[src/rtl/core/rcu_gp_pkg.sv]
// Shared types and constants for the RCU grace-period tracker.
package rcu_gp_pkg;

  localparam int GEN_WIDTH = 64;
  localparam int DONE_WIDTH = 16;

  localparam logic [7:0]  ONLINE_CPUS_RESET = 8'd255;
  localparam logic [15:0] BATCH_LIMIT_RESET = 16'd10000;

  typedef enum logic [1:0] {
    OP_ENQUEUE = 2'd0,
    OP_QUERY   = 2'd1,
    OP_WORK    = 2'd2,
    OP_NONE    = 2'd3
  } rcu_gp_op_t;

  typedef enum logic {
    REG_ONLINE_CPUS = 1'b0,
    REG_BATCH_LIMIT = 1'b1
  } rcu_gp_reg_t;

  typedef struct packed {
    logic [1:0] op;
    logic [2:0] cpu;
  } rcu_gp_in_t;

  typedef struct packed {
    logic                  raise_request;
    logic                  resched_request;
    logic [DONE_WIDTH-1:0] callbacks_done;
    logic                  period_started;
    logic                  period_ended;
    logic [GEN_WIDTH-1:0]  global_generation;
  } rcu_gp_out_t;

  // Controller to datapath commands
  typedef struct packed {
    logic capture;
    logic retire;
    logic start;
    logic commit;
  } rcu_gp_cmd_t;

endpackage

[src/rtl/core/rcu_gp_stream_if.sv]
// Valid/ready stream channel carrying one payload type.
interface rcu_gp_stream_if #(parameter type T = logic);
  logic valid;
  logic ready;
  T     payload;

  modport source (output valid, output payload, input ready);
  modport sink (input valid, input payload, output ready);
endinterface

[src/rtl/core/rcu_gp_ram.sv]
// Generic single-port-write, registered-read RAM.
module rcu_gp_ram #(
  parameter int WIDTH = 8,
  parameter int DEPTH = 8,
  localparam int AW = (DEPTH > 1) ? $clog2(DEPTH) : 1
) (
  input  logic             clk,
  input  logic             we,
  input  logic [AW-1:0]    waddr,
  input  logic [WIDTH-1:0] wdata,
  input  logic             re,
  input  logic [AW-1:0]    raddr,
  output logic [WIDTH-1:0] rdata
);

  logic [WIDTH-1:0] mem [DEPTH];

  always_ff @(posedge clk) begin
    if (we) begin
      mem[waddr] <= wdata;
    end
    if (re) begin
      rdata <= mem[raddr];
    end
  end

endmodule

[src/rtl/core/rcu_gp_ctrl.sv]
// Sequencer: steps one transaction through retire, start and acknowledge.
module rcu_gp_ctrl (
  input  logic                      clk,
  input  logic                      rst,
  input  logic                      req_valid,
  output logic                      req_ready,
  output logic                      rsp_valid,
  input  logic                      rsp_ready,
  output rcu_gp_pkg::rcu_gp_cmd_t   cmd
);
  import rcu_gp_pkg::*;

  typedef enum logic [1:0] {
    S_IDLE,
    S_RETIRE,
    S_START,
    S_ACK
  } state_t;

  state_t state;

  assign req_ready = (state == S_IDLE);

  always_comb begin
    cmd.capture = req_valid && req_ready;
    cmd.retire  = (state == S_RETIRE);
    cmd.start   = (state == S_START);
    // result slot must be free (or emptying) before commit
    cmd.commit  = (state == S_ACK) && (!rsp_valid || rsp_ready);
  end

  always_ff @(posedge clk) begin
    if (rst) begin
      state     <= S_IDLE;
      rsp_valid <= 1'b0;
    end else begin
      if (cmd.commit) begin
        rsp_valid <= 1'b1;
      end else if (rsp_ready) begin
        rsp_valid <= 1'b0;
      end
      case (state)
        S_IDLE: begin
          if (cmd.capture) state <= S_RETIRE;
        end
        S_RETIRE: state <= S_START;
        S_START:  state <= S_ACK;
        S_ACK: begin
          if (cmd.commit) state <= S_IDLE;
        end
        default: state <= S_IDLE;
      endcase
    end
  end

endmodule

[src/rtl/core/rcu_gp_dp.sv]
// Datapath: global generation state, per-CPU entry RAM and result register.
module rcu_gp_dp #(
  parameter int NCPU = 8,
  parameter int COUNT_WIDTH = 32
) (
  input  logic                     clk,
  input  logic                     rst,
  input  rcu_gp_pkg::rcu_gp_cmd_t  cmd,
  input  rcu_gp_pkg::rcu_gp_in_t   in_item,
  input  logic [7:0]               online_cpus,
  input  logic [15:0]              batch_limit,
  output rcu_gp_pkg::rcu_gp_out_t  out_item
);
  import rcu_gp_pkg::*;

  localparam int AW = (NCPU > 1) ? $clog2(NCPU) : 1;
  localparam int CW = COUNT_WIDTH;
  localparam int EW = GEN_WIDTH + 2 * CW;
  localparam int OW = (NCPU > 8) ? NCPU : 8;

  // global state
  logic [GEN_WIDTH-1:0] current_gen;
  logic [GEN_WIDTH-1:0] max_gen;
  logic [NCPU-1:0]      pending;
  logic [NCPU-1:0]      entry_valid;

  // captured transaction
  logic [1:0]    op_q;
  logic [AW-1:0] addr_q;
  logic          in_range_q;
  logic          seen_q;

  // working copy of the entry
  logic [GEN_WIDTH-1:0]  gen_q;
  logic [CW-1:0]         cur_q;
  logic [CW-1:0]         next_q;
  logic [DONE_WIDTH-1:0] done_q;
  logic                  splice_q;
  logic                  raise_q;
  logic                  resched_q;
  logic                  started_q;
  logic [GEN_WIDTH-1:0]  gen_inc_q;

  // input decode
  logic [AW+2:0] cpu_wide;
  logic [AW-1:0] cpu_addr;
  logic          in_range_now;

  assign cpu_wide     = (AW + 3)'(in_item.cpu);
  assign cpu_addr     = cpu_wide[AW-1:0];
  assign in_range_now = (7'(in_item.cpu) < 7'(NCPU));

  // entry RAM
  logic [EW-1:0] rd_data;
  logic [EW-1:0] wr_data;
  logic          wr_en;

  rcu_gp_ram #(
    .WIDTH (EW),
    .DEPTH (NCPU)
  ) u_entry_ram (
    .clk   (clk),
    .we    (wr_en),
    .waddr (addr_q),
    .wdata (wr_data),
    .re    (cmd.capture),
    .raddr (cpu_addr),
    .rdata (rd_data)
  );

  logic [GEN_WIDTH-1:0] e_gen;
  logic [CW-1:0]        e_cur;
  logic [CW-1:0]        e_next;

  // never-written entries read as zero
  assign e_gen  = seen_q ? rd_data[EW-1 -: GEN_WIDTH] : '0;
  assign e_cur  = seen_q ? rd_data[2*CW-1 -: CW] : '0;
  assign e_next = seen_q ? rd_data[CW-1:0] : '0;

  logic is_enq, is_query, is_work;
  assign is_enq   = in_range_q && (op_q == OP_ENQUEUE);
  assign is_query = in_range_q && (op_q == OP_QUERY);
  assign is_work  = in_range_q && (op_q == OP_WORK);

  logic [OW-1:0]   online_ext;
  logic [NCPU-1:0] online_mask;
  logic [NCPU-1:0] cpu_bit;
  logic            pending_bit;

  assign online_ext  = OW'(online_cpus);
  assign online_mask = online_ext[NCPU-1:0];
  assign cpu_bit     = NCPU'(1) << addr_q;
  assign pending_bit = in_range_q && pending[addr_q];

  // retire step
  logic [CW-1:0] lim_ext;
  logic          ripe;
  logic [CW-1:0] retire_amt;
  logic [CW-1:0] done_full;
  logic [CW-1:0] cur1;
  logic [CW-1:0] next_sat;
  logic          splice_now;
  logic          raise_now;
  logic          resched_now;

  always_comb begin
    lim_ext     = CW'(batch_limit);
    ripe        = (current_gen > e_gen) && (e_cur != '0);
    retire_amt  = (e_cur > lim_ext) ? lim_ext : e_cur;
    done_full   = (is_work && ripe) ? retire_amt : '0;
    cur1        = e_cur - done_full;
    splice_now  = is_work && (cur1 == '0) && (e_next != '0);
    next_sat    = (e_next == '1) ? e_next : e_next + CW'(1);
    raise_now   = is_query && (ripe || ((e_cur == '0) && (e_next != '0)) || pending_bit);
    resched_now = is_enq && (next_sat >= lim_ext);
  end

  // start step
  logic [GEN_WIDTH-1:0] gen_inc;
  logic [GEN_WIDTH-1:0] max1;
  logic                 start_ok;

  always_comb begin
    gen_inc  = current_gen + GEN_WIDTH'(1);
    max1     = (max_gen < gen_inc) ? gen_inc : max_gen;
    start_ok = splice_q && !(current_gen > max1) && (pending == '0);
  end

  // acknowledge step
  logic            ack_hit;
  logic [NCPU-1:0] mask_after;
  logic            ended;
  logic            restart;

  always_comb begin
    ack_hit    = is_work && pending_bit;
    mask_after = pending & ~cpu_bit;
    ended      = ack_hit && (mask_after == '0);
    restart    = ended && !(gen_inc_q > max_gen);
    wr_en      = cmd.commit && (is_enq || is_work);
    wr_data    = {gen_q, cur_q, next_q};
  end

  always_ff @(posedge clk) begin
    if (rst) begin
      current_gen <= '0;
      max_gen     <= '0;
      pending     <= '0;
      entry_valid <= '0;
    end else begin
      if (cmd.start && splice_q) begin
        max_gen <= max1;
        if (start_ok) pending <= online_mask;
      end
      if (cmd.commit) begin
        if (ack_hit) pending <= restart ? online_mask : mask_after;
        if (ended) current_gen <= gen_inc_q;
        if (wr_en) entry_valid[addr_q] <= 1'b1;
      end
    end
  end

  always_ff @(posedge clk) begin
    if (cmd.capture) begin
      op_q       <= in_item.op;
      addr_q     <= cpu_addr;
      in_range_q <= in_range_now;
      seen_q     <= in_range_now && entry_valid[cpu_addr];
    end
    if (cmd.retire) begin
      gen_q     <= e_gen;
      cur_q     <= cur1;
      next_q    <= is_enq ? next_sat : e_next;
      done_q    <= done_full[DONE_WIDTH-1:0];
      splice_q  <= splice_now;
      raise_q   <= raise_now;
      resched_q <= resched_now;
    end
    if (cmd.start) begin
      gen_inc_q <= gen_inc;
      started_q <= start_ok;
      if (splice_q) begin
        // current is empty here, so the splice cannot overflow
        cur_q  <= next_q;
        next_q <= '0;
        gen_q  <= gen_inc;
      end
    end
    if (cmd.commit) begin
      out_item.raise_request     <= raise_q;
      out_item.resched_request   <= resched_q;
      out_item.callbacks_done    <= done_q;
      out_item.period_started    <= started_q || restart;
      out_item.period_ended      <= ended;
      out_item.global_generation <= ended ? gen_inc_q : current_gen;
    end
  end

endmodule

[src/rtl/core/rcu_grace_period_tracker.sv]
// Top level of the RCU grace-period tracker: config registers, sequencer, datapath.
//
//   channel  dir  handshake              payload
//   req      in   valid / ready          op, cpu
//   rsp      out  valid / ready          raise_request .. global_generation
//   apb      in   psel/penable/pwrite    online_cpus @0x0, batch_limit @0x4
//
// A transaction steps through accept with the entry RAM read, retire, grace-period
// start and acknowledge. The result is committed in the acknowledge step and shows
// on rsp the cycle after; the next request is taken once the sequencer is idle.
// The per-CPU entry RAM read and the 64-bit generation compares fix that sequence.
// Synchronous reset clears generations, the pending mask and the entry valid
// bits; no clearing pass is needed.
// A stalled rsp holds the block in the acknowledge step; the next request is
// taken while a finished result still waits.
module rcu_grace_period_tracker #(
  parameter int NCPU = 8,
  parameter int COUNT_WIDTH = 32
) (
  input  logic               clk,
  input  logic               rst,
  rcu_gp_stream_if.sink      req,
  rcu_gp_stream_if.source    rsp,
  input  logic               psel,
  input  logic               penable,
  input  logic               pwrite,
  input  logic [2:0]         paddr,
  input  logic [31:0]        pwdata,
  output logic [31:0]        prdata,
  output logic               pready
);
  import rcu_gp_pkg::*;

  // configuration registers
  logic [7:0]  online_cpus;
  logic [15:0] batch_limit;
  logic        cfg_write;
  rcu_gp_reg_t cfg_sel;

  assign pready    = 1'b1;
  assign cfg_write = psel && penable && pwrite && pready;
  assign cfg_sel   = rcu_gp_reg_t'(paddr[2]);

  always_ff @(posedge clk) begin
    if (rst) begin
      online_cpus <= ONLINE_CPUS_RESET;
      batch_limit <= BATCH_LIMIT_RESET;
    end else if (cfg_write) begin
      case (cfg_sel)
        REG_ONLINE_CPUS: online_cpus <= pwdata[7:0];
        REG_BATCH_LIMIT: batch_limit <= pwdata[15:0];
        default: ;
      endcase
    end
  end

  always_comb begin
    case (cfg_sel)
      REG_ONLINE_CPUS: prdata = 32'(online_cpus);
      REG_BATCH_LIMIT: prdata = 32'(batch_limit);
      default:         prdata = '0;
    endcase
  end

  // sequencer and datapath
  rcu_gp_cmd_t cmd;
  rcu_gp_in_t  in_item;
  rcu_gp_out_t out_item;

  assign in_item     = req.payload;
  assign rsp.payload = out_item;

  rcu_gp_ctrl u_ctrl (
    .clk       (clk),
    .rst       (rst),
    .req_valid (req.valid),
    .req_ready (req.ready),
    .rsp_valid (rsp.valid),
    .rsp_ready (rsp.ready),
    .cmd       (cmd)
  );

  rcu_gp_dp #(
    .NCPU        (NCPU),
    .COUNT_WIDTH (COUNT_WIDTH)
  ) u_dp (
    .clk         (clk),
    .rst         (rst),
    .cmd         (cmd),
    .in_item     (in_item),
    .online_cpus (online_cpus),
    .batch_limit (batch_limit),
    .out_item    (out_item)
  );

endmodule

[src/flat_wrapper.sv]
// flat-port wrapper written by rule: the top's interface ports become plain ports
module rcu_grace_period_tracker_flat import rcu_gp_pkg::*;
#(
  parameter int NCPU = 8,
  parameter int COUNT_WIDTH = 32
)
  (clk, rst, psel, penable, pwrite, paddr, pwdata, prdata, pready, req_valid, req_payload, req_ready, rsp_valid, rsp_payload, rsp_ready);
  rcu_gp_stream_if #(.T(rcu_gp_in_t)) req_i ();
  rcu_gp_stream_if #(.T(rcu_gp_out_t)) rsp_i ();
  input  logic clk;
  input  logic rst;
  input  logic psel;
  input  logic penable;
  input  logic pwrite;
  input  logic [2:0] paddr;
  input  logic [31:0] pwdata;
  output logic [31:0] prdata;
  output logic pready;
  input wire logic [$bits(req_i.valid)-1:0] req_valid;
  input wire logic [$bits(req_i.payload)-1:0] req_payload;
  output wire logic [$bits(req_i.ready)-1:0] req_ready;
  output wire logic [$bits(rsp_i.valid)-1:0] rsp_valid;
  output wire logic [$bits(rsp_i.payload)-1:0] rsp_payload;
  input wire logic [$bits(rsp_i.ready)-1:0] rsp_ready;
  assign req_i.valid = req_valid;
  assign req_i.payload = req_payload;
  assign req_ready = req_i.ready;
  assign rsp_valid = rsp_i.valid;
  assign rsp_payload = rsp_i.payload;
  assign rsp_i.ready = rsp_ready;
  rcu_grace_period_tracker #(.NCPU(NCPU), .COUNT_WIDTH(COUNT_WIDTH)) u_core (.clk(clk), .rst(rst), .req(req_i), .rsp(rsp_i), .psel(psel), .penable(penable), .pwrite(pwrite), .paddr(paddr), .pwdata(pwdata), .prdata(prdata), .pready(pready));
endmodule
[config.mk]
export PLATFORM = sky130hd
export DESIGN_NAME = rcu_grace_period_tracker_flat
export DESIGN_NICKNAME = d
export VERILOG_FILES = /design/src/rtl/core/rcu_gp_pkg.sv /design/src/rtl/core/rcu_gp_stream_if.sv /design/src/rtl/core/rcu_gp_ram.sv /design/src/rtl/core/rcu_gp_ctrl.sv /design/src/rtl/core/rcu_gp_dp.sv /design/src/rtl/core/rcu_grace_period_tracker.sv /design/src/flat_wrapper.sv
export SDC_FILE = /design/constraint.sdc
export NUM_CORES = 2
export LEC_CHECK = 0
export ABC_CLOCK_PERIOD_IN_PS = 23300
export BUFFER_PORTS_ARGS = -buffer_cell sky130_fd_sc_hd__clkbuf_2
export CAP_MARGIN = 30
export CELL_PAD_IN_SITES_DETAIL_PLACEMENT = 0
export CELL_PAD_IN_SITES_GLOBAL_PLACEMENT = 1
export CORE_MARGIN = 2
export CORE_UTILIZATION = 57
export CTS_CLUSTER_SIZE = 30
export DETAILED_ROUTE_END_ITERATION = 8
export GPL_TIMING_DRIVEN = 0
export HOLD_SLACK_MARGIN = 0.03
export PLACE_DENSITY = 0.9
export SLEW_MARGIN = 10
export SYNTH_ARGS = -nofsm -noshare
export SYNTH_HDL_FRONTEND = slang
export SYNTH_SLANG_ARGS = --single-unit
export TNS_END_PERCENT = 50
[constraint.sdc]
create_clock -name clk -period 23.3 [get_ports clk]
set_input_delay 4.66 -clock clk [delete_from_list [all_inputs] [get_ports clk]]
set_output_delay 4.66 -clock clk [all_outputs]
set_load 0.005 [all_outputs]
After elaboration in Yosys (flattened, before gate mapping)
Memories as Yosys holds them, arrays and structs flattened. A register that Yosys moved wholly into a read port is not among the register bits.
Cells that the tools add are included.
{ "word_totals": {"ff_bits": 473, "ramBits": 1024, "word_cells": 129, "memories": 1, "out_inout_bits": 119} }
{ "memory_table": {"columns": ["memory", "words", "width", "read_ports", "rd_clocked_by_memory_dff", "wr", "line", "rtl"], "rows": [
  ["u_core.u_dp.u_entry_ram.mem", 8, 128, 1, 1, 1, "rcu_gp_ram.sv:16", "logic [WIDTH-1:0] mem [DEPTH];"]
]} }
{ "op_classes": {"shifts": 1, "order_cmp": 9, "addsub": 3, "n_reduce_logical": 40, "eq_ne": 8, "mux": 37, "bitwise_logic": 4} }
{ "ops": {"columns": ["op", "count"], "rows": [
  ["32-bit 2-to-1 mux", 12],
  ["64-bit 2-to-1 mux", 6],
  ["64-bit greater-than comparator", 3],
  ["64-bit by 1-bit adder with 64-bit output (second input constant)", 1],
  ["32-bit logical NOT", 2],
  ["64-bit less-than comparator", 1],
  ["32-bit case mux with 2 select lines", 1],
  ["32-bit nonzero test", 2],
  ["8-bit 2-to-1 mux", 5],
  ["32-bit by 1-bit adder with 32-bit output (second input constant)", 1],
  ["32-bit == test (second input constant)", 1],
  ["32-bit by 16-bit >= comparator with 1-bit output", 1],
  ["32-bit by 16-bit greater-than comparator with 1-bit output", 1],
  ["32-bit subtractor", 1],
  ["1-bit logical AND", 19],
  ["8-bit logical NOT", 2],
  ["8-bit AND", 1],
  ["3-bit by 4-bit less-than comparator with 1-bit output (second input constant)", 2],
  ["8-bit NOT", 1],
  ["8-bit OR", 1],
  ["2-bit case mux with 4 select lines", 1],
  ["2-bit AND reduction", 4],
  ["1-bit by 3-bit << shifter with 8-bit output (first input constant)", 1],
  ["1-bit 2-to-1 mux", 7],
  ["12 further kinds", 25]
]} }

Longest topological paths before layout
{ "depth": {"depth_word": 11, "ltp_mapped": 34} }

Hierarchy
A second synthesis with hierarchy kept.
{ "unflattened": {"cells_unflattened": 4954, "hier_area_um2": 72955.0} }
{ "by_module_without_submodules": {"columns": ["module", "instances", "area_per_inst_um2", "seq_area_each_um2", "cells_each"], "rows": [
  ["rcu_gp_ram", 1, 42836.1, 34593.2, 1620],
  ["rcu_gp_dp", 1, 28584.9, 10670.2, 3170],
  ["rcu_grace_period_tracker", 1, 1327.5, 480.5, 142],
  ["rcu_gp_ctrl", 1, 206.4, 60.1, 22]
]} }

Worst setup path after synthesis
OpenSTA, ideal clock, no wires.
{ "synth_timing": {"kind": "input port to flip-flop", "startpoint": "input port rsp_ready", "endpoint": "memory u_core.u_dp.u_entry_ram.mem[0][0] (netlist name) (enable)", "path_buffers": 1, "arrival_time_ns": 14.092, "slack_ns": 8.434, "stages": 5, "setup_ns": 0.774, "cell_sequence": "nand2b_1 -> nand2_1 -> clkbuf_1 -> or3_1 -> nor3_1"} }
{ "synth_via": {"elab_chain_cells": 5} }
{ "synth_lines": {"columns": ["element", "line", "rtl"], "rows": [
  ["start, declared", "flat_wrapper.sv:24", "input wire logic [$bits(rsp_i.ready)-1:0] rsp_ready;"],
  ["1-bit logical OR", "rcu_gp_ctrl.sv:29", "cmd.commit = (state == S_ACK) && (!rsp_valid || rsp_ready);"],
  ["1-bit logical AND", "rcu_gp_ctrl.sv:29", null],
  ["1-bit logical AND", "rcu_gp_dp.sv:140", "wr_en = cmd.commit && (is_enq || is_work);"],
  ["1-bit 2-to-1 mux", "rcu_gp_ram.sv:19", "if (we) begin"],
  ["1-bit 2-to-1 mux (implied by the code)", "rcu_gp_ram.sv:20", "mem[waddr] <= wdata;"],
  ["end, declared", "rcu_gp_ram.sv:16", null]
]} }
Every way passes these cells.

Worst setup path in the final report
{ "layout_timing": {"startpoint": "register u_core.u_dp.current_gen[4]", "endpoint": "register u_core.u_dp.pending[3]"} }
{ "layout_via": {"elab_chain_cells": 11} }
{ "layout_lines": {"columns": ["element", "line", "rtl"], "rows": [
  ["start, declared", "rcu_gp_dp.sv:22", "logic [GEN_WIDTH-1:0] current_gen;"],
  ["start signal, assigned", "rcu_gp_dp.sv:157", "if (ended) current_gen <= gen_inc_q;"],
  ["64-bit by 1-bit adder with 64-bit output *", "rcu_gp_dp.sv:124", "gen_inc = current_gen + GEN_WIDTH'(1);"],
  ["via u_core.u_dp.gen_inc[63]", "rcu_gp_dp.sv:119", "logic [GEN_WIDTH-1:0] gen_inc;"],
  ["64-bit less-than comparator", "rcu_gp_dp.sv:125", "max1 = (max_gen < gen_inc) ? gen_inc : max_gen;"],
  ["64-bit 2-to-1 mux *", "rcu_gp_dp.sv:125", null],
  ["64-bit greater-than comparator *", "rcu_gp_dp.sv:126", "start_ok = splice_q && !(current_gen > max1) && (pending == '0);"],
  ["1-bit logical NOT *", "rcu_gp_dp.sv:126", null],
  ["1-bit logical AND * (2 in series)", "rcu_gp_dp.sv:126", null],
  ["8-bit 2-to-1 mux *", "rcu_gp_dp.sv:153", "if (start_ok) pending <= online_mask;"],
  ["8-bit 2-to-1 mux *", "rcu_gp_dp.sv:151", "if (cmd.start && splice_q) begin"],
  ["8-bit 2-to-1 mux", "rcu_gp_dp.sv:156", "if (ack_hit) pending <= restart ? online_mask : mask_after;"],
  ["8-bit 2-to-1 mux *", "rcu_gp_dp.sv:155", "if (cmd.commit) begin"],
  ["end signal, assigned", "rcu_gp_dp.sv:153", null],
  ["end signal, assigned", "rcu_gp_dp.sv:156", null],
  ["end, declared", "rcu_gp_dp.sv:24", "logic [NCPU-1:0] pending;"]
]} }
Mark *: on every way through the listed nets, which the timed path passes. The rest lies on a longest branch.
A chain may end at the register's enable or synchronous reset.

==> impl_metrics.tcl <==
set metrics [dict create \
    slew_headroom 0.297 \
    whs_path_depth 0 \
    crit_path_frequent_cell "nand4_1" \
    fin_crit_sh 0.514 \
    path_clk_slew_ps 70 \
    cts_tree "yes" \
    reg2regPathDepth 29 \
    cts-resized-gates 0 \
    num_vias 46087 \
    grt_setup_unrepaired "no" \
    dieHeight_um 360 \
    netSwitchingPower_mw 3.82 \
    drt_wl_total_um 201000 \
    end_kind "flip-flop" \
    core_um2 126000 \
    ys_async_sr_fraction 0 \
    gr-usage-all-layers 0.309 \
    swShare 0.367 \
    core.rowCount 130 \
    setup-violations-final 0 \
    clk_path_buf_depth 3 \
    synth_edf_count 1326 \
    fp.dieW_um 360 \
    multi_input_area_um2 24900 \
    ios 166 \
    drc 0 \
    syn_area_um2 72200 \
    synth_top_flop_cell "edfxtp_1" \
    status "completed" \
    path_max_fanout 10 \
    dr.pass1.iters 6 \
    ctsHoldBuffers 0 \
    fp.dieArea_um2 129000 \
    cts.htree.levels 4 \
    cp.arrival_ps 12660 \
    reg2reg_setup_slack_ps 11330 \
    cts_num_sinks 1625 \
    slowest_stage "buf_1" \
    timing.fmax_mhz 83.5 \
    fin_util 0.655 \
    grt_start_max_net_pins 48 \
    place.gp.congestion 0.937 \
    cts_buffers 162 \
    r2r-end "u_core.u_dp.pending[3]" \
    first_global_vias 45392 \
    hold_class "flip-flop to flip-flop" \
    postCtsSetupRepairBufs 0 \
    layout.nets 5849 \
    min_from "u_core.u_dp.done_q[0]" \
    comb_power_share 0.341 \
    internal_power_mw 6.58 \
    register_area_um2 45800 \
    tightestPinTransition_ps 1050 \
    cp-start-kind "flip-flop" \
    start_util 0.575 \
    skew_ps 21.6 \
    clkPwrFrac 0.252 \
    grt-ovfl-total 0 \
    path_class "flip-flop to flip-flop" \
    grt_pass1_wl_um 295000 \
    yosysUniqueCellTypes 88 \
    syn_inst 5031 \
    final_hold_viol_count 0 \
    fillers 8734 \
    clk_latency_ps 810 \
    synth_top_cell_area_share 0.552 \
    cts_root_buf "clkbuf_16" \
    area_growth_pct 14.0 \
    max-cap-violations 0 \
    synth_seq_area_share 0.635 \
    synth_area_leaders "edfxtp_1, dfxtp_1, mux4_2, ha_1, mux2_2" \
    period_minus_slack_ps 11970 \
    route.antenna.remaining_nets 0 \
    p_leak_nw 29.1 \
    final_cells 7268 \
    placed_area_um2 76700 \
    avgSynthCellArea_um2 14.3 \
    dp.cells 6944 \
    yosysWarnings 0 \
    wl_per_cell_um 27.7 \
    dpl.hpwl_um 142000 \
    fin_area_um2 82300 \
    drt_iter0_drc 5709 \
    mostFrequentLayoutCells "edfxtp_1, nor2_1, nand2_1" \
    cp_slowest_stage_delay_ps 740 \
    final_max_slew_viol_count 0 \
    grt_antenna_before_repair 12 \
    whs_endpoint "u_core.u_dp.out_item[66]" \
    required_ps 23990 \
    via_per_inst 6.34 \
    synth_area_leader_cell "edfxtp_1" \
    synth-seq-cells 1625 \
    layout-drive-gt1-share 0.187 \
    powerDensity_nw_per_um2 126 \
    seqPwrFrac 0.407 \
    fin_tns_setup_ps 0 \
    ir_drop_uv 267 \
    io_buffers 129 \
    final_common_cell "edfxtp_1" \
    r2r-start "u_core.u_dp.current_gen[4]" \
]
==> final cells by class <==
class                      count  share of cell area
antenna                        5            0.000152
buffer                       245              0.0125
clock buffer                 229              0.0558
clock inverter                72             0.00898
inverter                     183             0.00835
multi-input combinational   3008               0.302
sequential                  1625               0.557
tap                         1650              0.0251
timing repair buffer         251              0.0306
==> state kept, by name, indices dropped and copies added (netlist names), 3 cells and up <==
name / flops
u_core.u_dp.addr_q: 3
u_core.u_dp.gen_inc_q: 64
u_core.u_dp.done_q: 16
u_core.u_dp.current_gen: 64
u_core.u_dp.cur_q: 32
u_core.online_cpus: 8
u_core.u_dp.gen_q: 64
u_core.u_dp.entry_valid: 8
u_core.u_dp.max_gen: 64
u_core.u_dp.out_item: 84
u_core.u_dp.u_entry_ram.rdata: 128
u_core.u_dp.u_entry_ram.mem: 1024
u_core.u_dp.next_q: 32
u_core.u_dp.pending: 8
u_core.batch_limit: 16
==> synthesized netlist by cell type (9+ instances only) <==
library cell	number
edfxtp_1	1326
nor2_1	422
nand2_1	345
ha_1	325
dfxtp_1	299
mux4_2	258
a21oi_1	212
mux2_2	209
inv_1	180
o21ai_0	171
clkbuf_1	161
a211oi_1	105
nor3_1	95
mux2i_1	92
nand4_1	85
xnor2_1	84
nand3_1	76
a21o_1	71
and2_1	55
buf_1	49
xor2_1	47
nor2b_1	33
and3_1	30
nor4_1	26
o21a_1	20
a31oi_1	18
a211o_1	17
buf_2	17
buf_4	17
nand2b_1	13
o21ai_1	13
o211ai_1	11
and4_1	9
or3_1	9
==> per-layer routing <==
layer	track usage	wire length [µm]	vias to the layer above
li1	-	-	20064
met1	0.433	79400	23001
met2	0.476	92000	2597
met3	0.0773	22600	419
met4	0.107	6930	6
met5	0	23	-
==> stage by stage <==
stage / setup slack, ps / hold slack [ps] / total power, mW
global route: 11220 / 434 / 10.8
detailed placement: 11630 / 406 / 7.68
CTS: 11550 / 424 / 10.3
global placement: -2340 / 405 / 7.60
finish: 11330 / 421 / 10.4
floorplan: 8430 / 400 / 6.35
==> worst max-delay path by stage <==
stage | cells after the start | slack [ps] | end | from
finish | 29 | 11330 | u_core.u_dp.pending[3] | u_core.u_dp.current_gen[4]
global placement | 6 | -2340 | u_core.u_dp.u_entry_ram.mem[0][108] | rsp_ready
floorplan | 5 | 8430 | u_core.u_dp.u_entry_ram.mem[0][0] | rsp_ready
global route | 29 | 11220 | u_core.u_dp.pending[0] | u_core.u_dp.current_gen[4]
detailed placement | 29 | 11630 | u_core.u_dp.pending[3] | u_core.u_dp.current_gen[4]
CTS | 29 | 11550 | u_core.u_dp.pending[0] | u_core.u_dp.current_gen[4]
==> cell families (layout without fill, tap and decap cells) <==
| kind of cell | after synthesis | after routing | synth area share |
|---|---|---|---|
| other | 2 | 37 | 0.000104 |
| AO/OA/AOI/OAI | 715 | 715 | 0.0623 |
| adder cells (fa/ha/maj) | 326 | 326 | 0.0566 |
| buffers and inverters | 428 | 980 | 0.0235 |
| XOR/XNOR | 133 | 133 | 0.0163 |
| multiplexers | 560 | 560 | 0.126 |
| AND/OR/NAND/NOR | 1242 | 1242 | 0.0804 |
| flip-flops | 1625 | 1625 | 0.635 |
==> worst max-delay path, delay by kind of cell, from the launching register on <==
kind | cells | cell delay [ps]
XOR/XNOR | 1 | 540
AO/OA/AOI/OAI | 9 | 3800
flip-flops | 1 | 580
buffers and inverters | 3 | 1260
multiplexers | 1 | 200
AND/OR/NAND/NOR | 13 | 4730
adder cells (fa/ha/maj) | 2 | 690
==> power by group through the flow <==
stage / clock network (mW) / logic, mW / registers, mW
6_report: 2.62 / 3.55 / 4.23
5_1_grt: 2.76 / 3.79 / 4.27
4_1_cts: 2.65 / 3.46 / 4.21
2_1_floorplan: 0 / 2.28 / 4.07
3_3_place_gp: 0 / 3.32 / 4.28
3_5_place_dp: 0 / 3.41 / 4.27
No activity file was read; power rests on OpenSTA's default activity.
